File: src/rc4x_pkg.sv
// Shared constants and interface types for the keyed RC4-style stream core.
`timescale 1ns / 1ps

package rc4x_pkg;

  localparam int unsigned ByteW    = 8;
  localparam int unsigned KeyW     = 64;
  localparam int unsigned KeyIdxW  = $clog2(KeyW);
  localparam int unsigned TableLen = 1 << ByteW;

  localparam logic [ByteW-1:0] LastIdx = ByteW'(TableLen - 1);

  // one write and one read on the permutation RAM per cycle
  typedef struct packed {
    logic             we;
    logic [ByteW-1:0] waddr;
    logic [ByteW-1:0] wdata;
    logic [ByteW-1:0] raddr;
  } ram_req_t;

  // sequencer status towards the handshake logic
  typedef struct packed {
    logic             idle;
    logic             done;
    logic [ByteW-1:0] ks;
  } seq_sts_t;

endpackage

File: src/rc4x_perm_ram.sv
// Permutation table: 256 x 8 RAM, one write port, one registered read port.
`timescale 1ns / 1ps

module rc4x_perm_ram
  import rc4x_pkg::*;
(
  input  logic             clk_i,
  input  ram_req_t         req_i,
  output logic [ByteW-1:0] rdata_o
);

  logic [ByteW-1:0] mem [TableLen];
  logic [ByteW-1:0] rdata_q;

  always_ff @(posedge clk_i) begin
    if (req_i.we) begin
      mem[req_i.waddr] <= req_i.wdata;
    end
    rdata_q <= mem[req_i.raddr];
  end

  assign rdata_o = rdata_q;

endmodule

File: src/rc4x_seq.sv
// Sequencer: table fill, key schedule and keystream steps over the shared RAM.
`timescale 1ns / 1ps

module rc4x_seq
  import rc4x_pkg::*;
(
  input  logic             clk_i,
  input  logic             rst_ni,
  input  logic             start_i,
  input  logic             restart_i,
  input  logic [KeyW-1:0]  key_i,
  input  logic [ByteW-1:0] rdata_i,
  output ram_req_t         req_o,
  output seq_sts_t         sts_o
);

  typedef enum logic [5:0] {
    ST_IDLE = 6'b000001,
    ST_FILL = 6'b000010,
    ST_RD_I = 6'b000100,
    ST_RD_J = 6'b001000,
    ST_WR_I = 6'b010000,
    ST_WR_J = 6'b100000
  } state_e;

  state_e           state_q, state_d;
  logic             sched_q, sched_d;
  logic [ByteW-1:0] i_q, i_d;
  logic [ByteW-1:0] j_q, j_d;
  logic [ByteW-1:0] si_q, si_d;
  logic [ByteW-1:0] sj_q, sj_d;
  logic [ByteW-1:0] k_q, k_d;
  logic [ByteW-1:0] i_inc;
  logic [ByteW-1:0] j_new;
  logic [ByteW-1:0] k_sum;
  logic             kbit;

  assign i_inc = i_q + ByteW'(1);
  assign kbit  = key_i[i_q[KeyIdxW-1:0]];
  // adder for the new j during RD_J; the keystream address in WR_I comes from k_sum
  assign j_new = j_q + rdata_i + {{(ByteW-1){1'b0}}, (sched_q & kbit)};
  assign k_sum = si_q + rdata_i;

  always_comb begin
    state_d   = state_q;
    sched_d   = sched_q;
    i_d       = i_q;
    j_d       = j_q;
    si_d      = si_q;
    sj_d      = sj_q;
    k_d       = k_q;
    req_o     = '0;
    sts_o     = '0;
    sts_o.idle = (state_q == ST_IDLE);

    unique case (state_q)
      ST_IDLE: begin
        if (start_i) begin
          if (restart_i) begin
            i_d     = '0;
            j_d     = '0;
            sched_d = 1'b1;
            state_d = ST_FILL;
          end else begin
            sched_d = 1'b0;
            state_d = ST_RD_I;
          end
        end
      end
      ST_FILL: begin
        // identity table, i doubles as the sweep counter and wraps to zero
        req_o.we    = 1'b1;
        req_o.waddr = i_q;
        req_o.wdata = i_q;
        i_d         = i_inc;
        if (i_q == LastIdx) begin
          state_d = ST_RD_I;
        end
      end
      ST_RD_I: begin
        if (sched_q) begin
          req_o.raddr = i_q;
        end else begin
          req_o.raddr = i_inc;
          i_d         = i_inc;
        end
        state_d = ST_RD_J;
      end
      ST_RD_J: begin
        si_d        = rdata_i;
        j_d         = j_new;
        req_o.raddr = j_new;
        state_d     = ST_WR_I;
      end
      ST_WR_I: begin
        sj_d        = rdata_i;
        k_d         = k_sum;
        req_o.we    = 1'b1;
        req_o.waddr = i_q;
        req_o.wdata = rdata_i;
        // read sees the table before the swap; fix up in WR_J
        req_o.raddr = k_sum;
        state_d     = ST_WR_J;
      end
      ST_WR_J: begin
        req_o.we    = 1'b1;
        req_o.waddr = j_q;
        req_o.wdata = si_q;
        if (sched_q) begin
          i_d     = i_inc;
          state_d = ST_RD_I;
          if (i_q == LastIdx) begin
            sched_d = 1'b0;
          end
        end else begin
          sts_o.done = 1'b1;
          priority if (k_q == i_q) begin
            sts_o.ks = sj_q;
          end else if (k_q == j_q) begin
            sts_o.ks = si_q;
          end else begin
            sts_o.ks = rdata_i;
          end
          state_d = ST_IDLE;
        end
      end
      default: begin
        state_d = ST_IDLE;
      end
    endcase
  end

  always_ff @(posedge clk_i or negedge rst_ni) begin
    if (!rst_ni) begin
      state_q <= ST_IDLE;
      sched_q <= 1'b0;
      i_q     <= '0;
      j_q     <= '0;
    end else begin
      state_q <= state_d;
      sched_q <= sched_d;
      i_q     <= i_d;
      j_q     <= j_d;
    end
  end

  always_ff @(posedge clk_i) begin
    si_q <= si_d;
    sj_q <= sj_d;
    k_q  <= k_d;
  end

  a_state_onehot : assert property (@(posedge clk_i) disable iff (!rst_ni)
    $onehot(state_q)) else $error("sequencer state not one-hot");

  a_sched_ends_on_wrap : assert property (@(posedge clk_i) disable iff (!rst_ni)
    $fell(sched_q) |-> (i_q == '0) && ($past(state_q) == ST_WR_J))
    else $error("key schedule left before index wrapped");

  a_fill_identity : assert property (@(posedge clk_i) disable iff (!rst_ni)
    (state_q == ST_FILL) |-> req_o.we && (req_o.waddr == req_o.wdata))
    else $error("fill sweep writes non-identity entry");

  a_fill_into_sched : assert property (@(posedge clk_i) disable iff (!rst_ni)
    (state_q == ST_FILL) |-> sched_q)
    else $error("fill sweep outside a restart");

endmodule

File: src/keyed_rc4_stream_xor_core.sv
// Top level: keyed RC4-style stream XOR core with valid/ready channels and key register.
//
// Usage:
//   Write the 64-bit key with cfg_we_i / cfg_wdata_i while the core is idle.
//   Each input word (data_byte_i, restart_i) yields one output word:
//   out_byte_o = data_byte_i ^ key_byte_o.
//   A word with restart_i set first fills all 256 entries of the permutation
//   table with the identity and runs the keyed schedule (256 steps, each
//   through RD_I, RD_J, WR_I and WR_J), then takes one keystream step.
//   A plain word passes through RD_I, RD_J, WR_I and WR_J; the result is then
//   registered and raises out_valid_o. A restart word runs the fill and the
//   schedule first. A new word is accepted only once the sequencer is idle
//   again. The pace is set by the single RAM port pair: two reads and two
//   writes per swap, the keystream read folded into the swap writes.
//   Reset clears the indices and the key; the table holds nothing usable
//   until the first restart word.
//   If the receiver stalls, a finished word waits in the output register and
//   one more word can be taken and finished into a holding stage; then
//   in_ready_o drops until the held word moves into the output register.
`timescale 1ns / 1ps

module keyed_rc4_stream_xor_core
  import rc4x_pkg::*;
(
  input  logic             clk_i,
  input  logic             rst_ni,
  input  logic             cfg_we_i,
  input  logic [KeyW-1:0]  cfg_wdata_i,
  input  logic             in_valid_i,
  output logic             in_ready_o,
  input  logic [ByteW-1:0] data_byte_i,
  input  logic             restart_i,
  output logic             out_valid_o,
  input  logic             out_ready_i,
  output logic [ByteW-1:0] out_byte_o,
  output logic [ByteW-1:0] key_byte_o
);

  logic [KeyW-1:0]  key_q;
  logic [ByteW-1:0] data_q;
  logic             out_valid_q;
  logic [ByteW-1:0] out_byte_q;
  logic [ByteW-1:0] key_byte_q;
  logic             pend_valid_q;
  logic [ByteW-1:0] pend_byte_q;
  logic [ByteW-1:0] pend_key_q;
  logic             in_fire;
  logic             out_fire;
  logic             out_free;
  ram_req_t         ram_req;
  logic [ByteW-1:0] ram_rdata;
  seq_sts_t         sts;

  assign in_ready_o = sts.idle && !pend_valid_q;
  assign in_fire    = in_valid_i && in_ready_o;
  assign out_fire   = out_valid_q && out_ready_i;
  assign out_free   = !out_valid_q || out_ready_i;

  rc4x_perm_ram u_ram (
    .clk_i   (clk_i),
    .req_i   (ram_req),
    .rdata_o (ram_rdata)
  );

  rc4x_seq u_seq (
    .clk_i     (clk_i),
    .rst_ni    (rst_ni),
    .start_i   (in_fire),
    .restart_i (restart_i),
    .key_i     (key_q),
    .rdata_i   (ram_rdata),
    .req_o     (ram_req),
    .sts_o     (sts)
  );

  always_ff @(posedge clk_i or negedge rst_ni) begin
    if (!rst_ni) begin
      key_q        <= '0;
      out_valid_q  <= 1'b0;
      pend_valid_q <= 1'b0;
    end else begin
      if (cfg_we_i) begin
        key_q <= cfg_wdata_i;
      end
      if (sts.done) begin
        if (out_free) begin
          out_valid_q <= 1'b1;
        end else begin
          pend_valid_q <= 1'b1;
        end
      end else if (out_fire) begin
        // advance the held word, or drop valid
        out_valid_q  <= pend_valid_q;
        pend_valid_q <= 1'b0;
      end
    end
  end

  always_ff @(posedge clk_i) begin
    if (in_fire) begin
      data_q <= data_byte_i;
    end
    if (sts.done) begin
      if (out_free) begin
        out_byte_q <= data_q ^ sts.ks;
        key_byte_q <= sts.ks;
      end else begin
        pend_byte_q <= data_q ^ sts.ks;
        pend_key_q  <= sts.ks;
      end
    end else if (out_fire && pend_valid_q) begin
      out_byte_q <= pend_byte_q;
      key_byte_q <= pend_key_q;
    end
  end

  assign out_valid_o = out_valid_q;
  assign out_byte_o  = out_byte_q;
  assign key_byte_o  = key_byte_q;

  a_pend_behind_out : assert property (@(posedge clk_i) disable iff (!rst_ni)
    pend_valid_q |-> out_valid_q)
    else $error("holding stage full with output register empty");

  a_pend_only_on_stall : assert property (@(posedge clk_i) disable iff (!rst_ni)
    $rose(pend_valid_q) |-> $past(out_valid_q && !out_ready_i))
    else $error("holding stage loaded while output was free");

  a_no_done_when_full : assert property (@(posedge clk_i) disable iff (!rst_ni)
    sts.done |-> !pend_valid_q)
    else $error("word finished with both output stages full");

endmodule
File: config.mk
export PLATFORM = sky130hd
export DESIGN_NAME = keyed_rc4_stream_xor_core
export DESIGN_NICKNAME = d
export VERILOG_FILES = /design/src/rc4x_pkg.sv /design/src/rc4x_perm_ram.sv /design/src/rc4x_seq.sv /design/src/keyed_rc4_stream_xor_core.sv
export SDC_FILE = /design/constraint.sdc
export NUM_CORES = 2
export LEC_CHECK = 0
export BUFFER_PORTS_ARGS = -buffer_cell sky130_fd_sc_hd__buf_2
export CAP_MARGIN = 20
export CORE_ASPECT_RATIO = 1.4
export CORE_MARGIN = 2
export CORE_UTILIZATION = 33
export DETAILED_ROUTE_END_ITERATION = 7
export SLEW_MARGIN = 20
export SYNTH_ARGS = -nofsm -noshare
export SYNTH_HDL_FRONTEND = slang
export SYNTH_SLANG_ARGS = --single-unit
File: constraint.sdc
create_clock -name clk_i -period 6.2 [get_ports clk_i]
set_clock_uncertainty 0.05 [all_clocks]
set_input_delay 1.24 -clock clk_i [delete_from_list [all_inputs] [get_ports clk_i]]
set_output_delay 1.24 -clock clk_i [all_outputs]
set_load 0.05 [all_outputs]
==> results.yml <==
synth:
  synth.most_common_cell: "edfxtp_1"
  netlist_top_cells_area: "edfxtp_1 72%, mux4_2 13%, dfrtp_1 2.5%"
  syn_area_mm2: 0.0881
  synth_edf_count: 2112
  synth.yosys.seq_area_share_pct: 74.7
  synth-simple-area-share_pct: 5.01
  synth_cells: 4604
  ys_async_sr_fraction_pct: 4.03
  synth_fa_ha_area_share_pct: 0.267
  syn_area_per_cell_um2: 19.1
  synth_top_family_by_area: "multiplexers"
  synthTopCellsByCount: "2112 x edfxtp_1, 503 x mux4_2, 419 x nand2_1"
  yosys.area.top_type: "edfxtp_1"
  synth_seq_cells: 2209
  synth.mux.area_fraction_pct: 14.4
  synthXorXnorAreaFrac_pct: 0.368
  synth-compound-area-share_pct: 3.16
  yosys.cell_types.count: 91
  synth_fp_nets: 4699
  synth_top_area_share_pct: 72.0
  synth_warnings: 0
  synthFlopType: "edfxtp_1"
clock_network:
  cts.sinks: 2209
  cts.path.max_buffers: 4
  cts_buffers: 201
  cts_tree: "built"
  clockRootBuffer: "clkbuf_16"
  cts-htree-levels: 4
  cts.hold.buffers_added: 0
  clk_latency_ps: 890
  clk_pin_slew_worst_paths_ps: 70
timing:
  worst_slew_pin_slew_ps: 1150
  fin_crit_sh_pct: 97.9
  fin_ws_ps: 132
  relSlewSlack_pct: 23.0
  setup_viol: 0
  period_needed_ps: 6070
  hold_violations: 0
  max_freq_mhz: 165
  slew_violations: 0
final_layout:
  area_growth_pct: 14.7
  drive_above_1_share_pct: 25.7
  fin_nets: 5025
  final_area_mm2: 0.101
  multi_input_area_mm2: 0.0207
  nFillCells: 24092
  stdcell_count: 8597
  fin_util_pct: 38.0
  regArea_mm2: 0.0658
route:
  drt-vias-per-instance: 5.43
  drtIter0Drc: 4800
  drc: 0
  dr.pass1.iters: 7
  num_vias: 46676
  ant_nets: 0
  wl_per_cell_um: 28.8
  routed_wirelength_mm: 247
worst_setup_path:
  arrival_ps: 6800
  cp_max_fo: 23
  start_kind: "flip-flop"
  crit_required_ps: 6930
  crit_type: "reg -> reg"
  endpoint_kind: "flip-flop"
  crit_top_cell: "mux4_2"
  crit_chain: "buf_12 -> mux4_2 -> mux4_2 -> mux4_2 -> nand2_1 -> fa_1 -> inv_1 -> fa_1 -> xor2_1 -> and3_1 -> a221o_4 -> buf_12 -> buf_4 -> buf_4 -> mux4_2 -> mux2i_1 -> a32oi_1 -> nand4_1 -> nand3_1 -> a22o_1"
  critPathBufInv: 5
  cp_slowest_cell: "mux4_2"
  crit_family: "multiplexers"
  max_stage_delay_ps: 520
global_route:
  track_usage_pct: 17.8
  grt_pass1_wl_mm: 351
  top_usage_layer: "met2"
  grt_pass1_vias: 47855
  use_met2_pct: 30.7
  overflow: 0
  grt_start_max_net_pins: 170
  met3_usage_pct: 2.67
  antenna_found_initial: 4
  grt_util_met1_pct: 21.6
floorplan:
  die_h_um: 615
  die_x_um: 441
  die_area_mm2: 0.271
  rows: 224
  design.core.area_mm2: 0.266
  io_pins: 96
  initial_core_util_pct: 33.2
power:
  irDropWorstVdd_mv: 0.257
  p_total_mw: 33.4
  power_leakage_nw: 35.4
  p_per_area_mw_per_mm2: 330
place:
  placed_area_mm2: 0.0945
  globalplace.congestion: 0.893
  hpwl_mm: 157
  dp_cells: 8225
  port_buffers: 95
  dp_slack_ps: -307
worst_hold_path:
  hold_class: "in -> async"
job:
  maxCapViolCount: 0
outcome:
  outcome: "finished clean"
[through the flow]
| stage | TNS [ps] | hold slack (ps) |
|---|---|---|
| 2_1_floorplan | 0 | 425 |
| 3_3_place_gp | -657 | 433 |
| 3_5_place_dp | -445 | 440 |
| 4_1_cts | 0 | 183 |
| 5_1_grt | -4.38 | 195 |
| 6_report | 0 | 199 |
[placed cells by master, fill, tap and decap left out, types with 15 or more instances in the layout]
| cell | netlist | layout |
|---|---|---|
| xor2_1 | 29 | 29 |
| a22oi_1 | 18 | 18 |
| clkbuf_16 | 0 | 204 |
| mux2i_1 | 63 | 63 |
| o21ai_0 | 39 | 38 |
| nand2_1 | 419 | 419 |
| nand4_1 | 22 | 22 |
| a211oi_1 | 23 | 21 |
| clkinv_1 | 2 | 54 |
| edfxtp_1 | 2112 | 2112 |
| and3_1 | 25 | 25 |
| o22ai_1 | 38 | 38 |
| a31oi_1 | 26 | 26 |
| a21oi_1 | 60 | 59 |
| mux2_2 | 68 | 68 |
| clkinv_2 | 0 | 29 |
| clkbuf_1 | 99 | 29 |
| buf_2 | 53 | 94 |
| nor2_1 | 322 | 317 |
| nand3_1 | 134 | 133 |
| a21o_1 | 15 | 15 |
| mux4_2 | 503 | 503 |
| bufinv_16 | 0 | 24 |
| dfrtp_1 | 88 | 88 |
| buf_4 | 79 | 240 |
| nor3_1 | 33 | 30 |
| buf_12 | 4 | 65 |
[routing by layer]
metal | wire, µm | up-vias
met2 | 125000 | 1988
li1 | - | 19308
met1 | 92400 | 24854
met4 | 14100 | 0
met5 | 0 | -
met3 | 15800 | 526
[worst reg2reg max path: cells and delay by family (launching register included)]
| family | cells | cell delay, ps |
|---|---|---|
| muxes | 5 | 2080 |
| buffers and inverters | 5 | 930 |
| AOI/OAI and AO/OA | 3 | 870 |
| and+or+nand+nor | 4 | 860 |
| adders and majority gates | 2 | 640 |
| DFF | 1 | 390 |
| xor gates and xnor gates | 1 | 180 |
[power by group]
part | switching, mW | internal, mW
clock network | 5.52 | 7.02
logic | 2.49 | 1.66
registers | 0.201 | 16.5
[flip-flops by register name (all words and copies together), names as in the netlist, 8 cells and up]
signal / flops
pend_byte_q: 8
u_seq.j_q: 8
u_ram.rdata_o: 8
u_seq.i_q: 8
u_seq.sj_q: 8
key_byte_o: 8
u_ram.mem: 2048
u_seq.si_q: 8
out_byte_o: 8
data_q: 8
key_q: 64
pend_key_q: 8
u_seq.k_q: 8
[layout make-up]
cell class	instances	area share [%]
well taps	3503	4.34
inverters	23	0.145
clock inverters	129	1.24
clock buffers	233	5.16
flip-flops and latches	2209	65.1
repair buffers	400	3.56
diodes	5	0.0124
multi-input cells	2095	20.4
[what timing repair did]
item                                    4_1_cts  5_1_grt
buffers inserted                              4        0
pin swaps                                     1        2
endpoints found under the setup margin        4        8
resized for setup                             4       10
[worst paths after layout]
| path | from | cells after the start | slack (ps) | end |
|---|---|---|---|---|
| worst max-delay path | u_seq.i_q[0] | 20 | 130 | u_ram.rdata_o[4] |
| worst min-delay path | rst_ni | 1 | 200 | key_q[22] |
| worst max register to register | u_seq.i_q[0] | 20 | 130 | u_ram.rdata_o[4] |
| worst min register to register | key_q[46] | 1 | 450 | key_q[46] |
| max in group asynchronous | rst_ni | 2 | 4710 | u_seq.state_q[2] |
| min in group clk_i | key_q[46] | 1 | 450 | key_q[46] |
[cells by family after synthesis]
family / Yosys count
flip-flops: 2209
AO/OA/AOI/OAI: 386
buffers and inverters: 300
multiplexers: 634
AND/OR/NAND/NOR: 1021
XOR/XNOR: 37
adder cells (fa/ha/maj): 17
No activity file was read; power rests on OpenSTA's default activity.
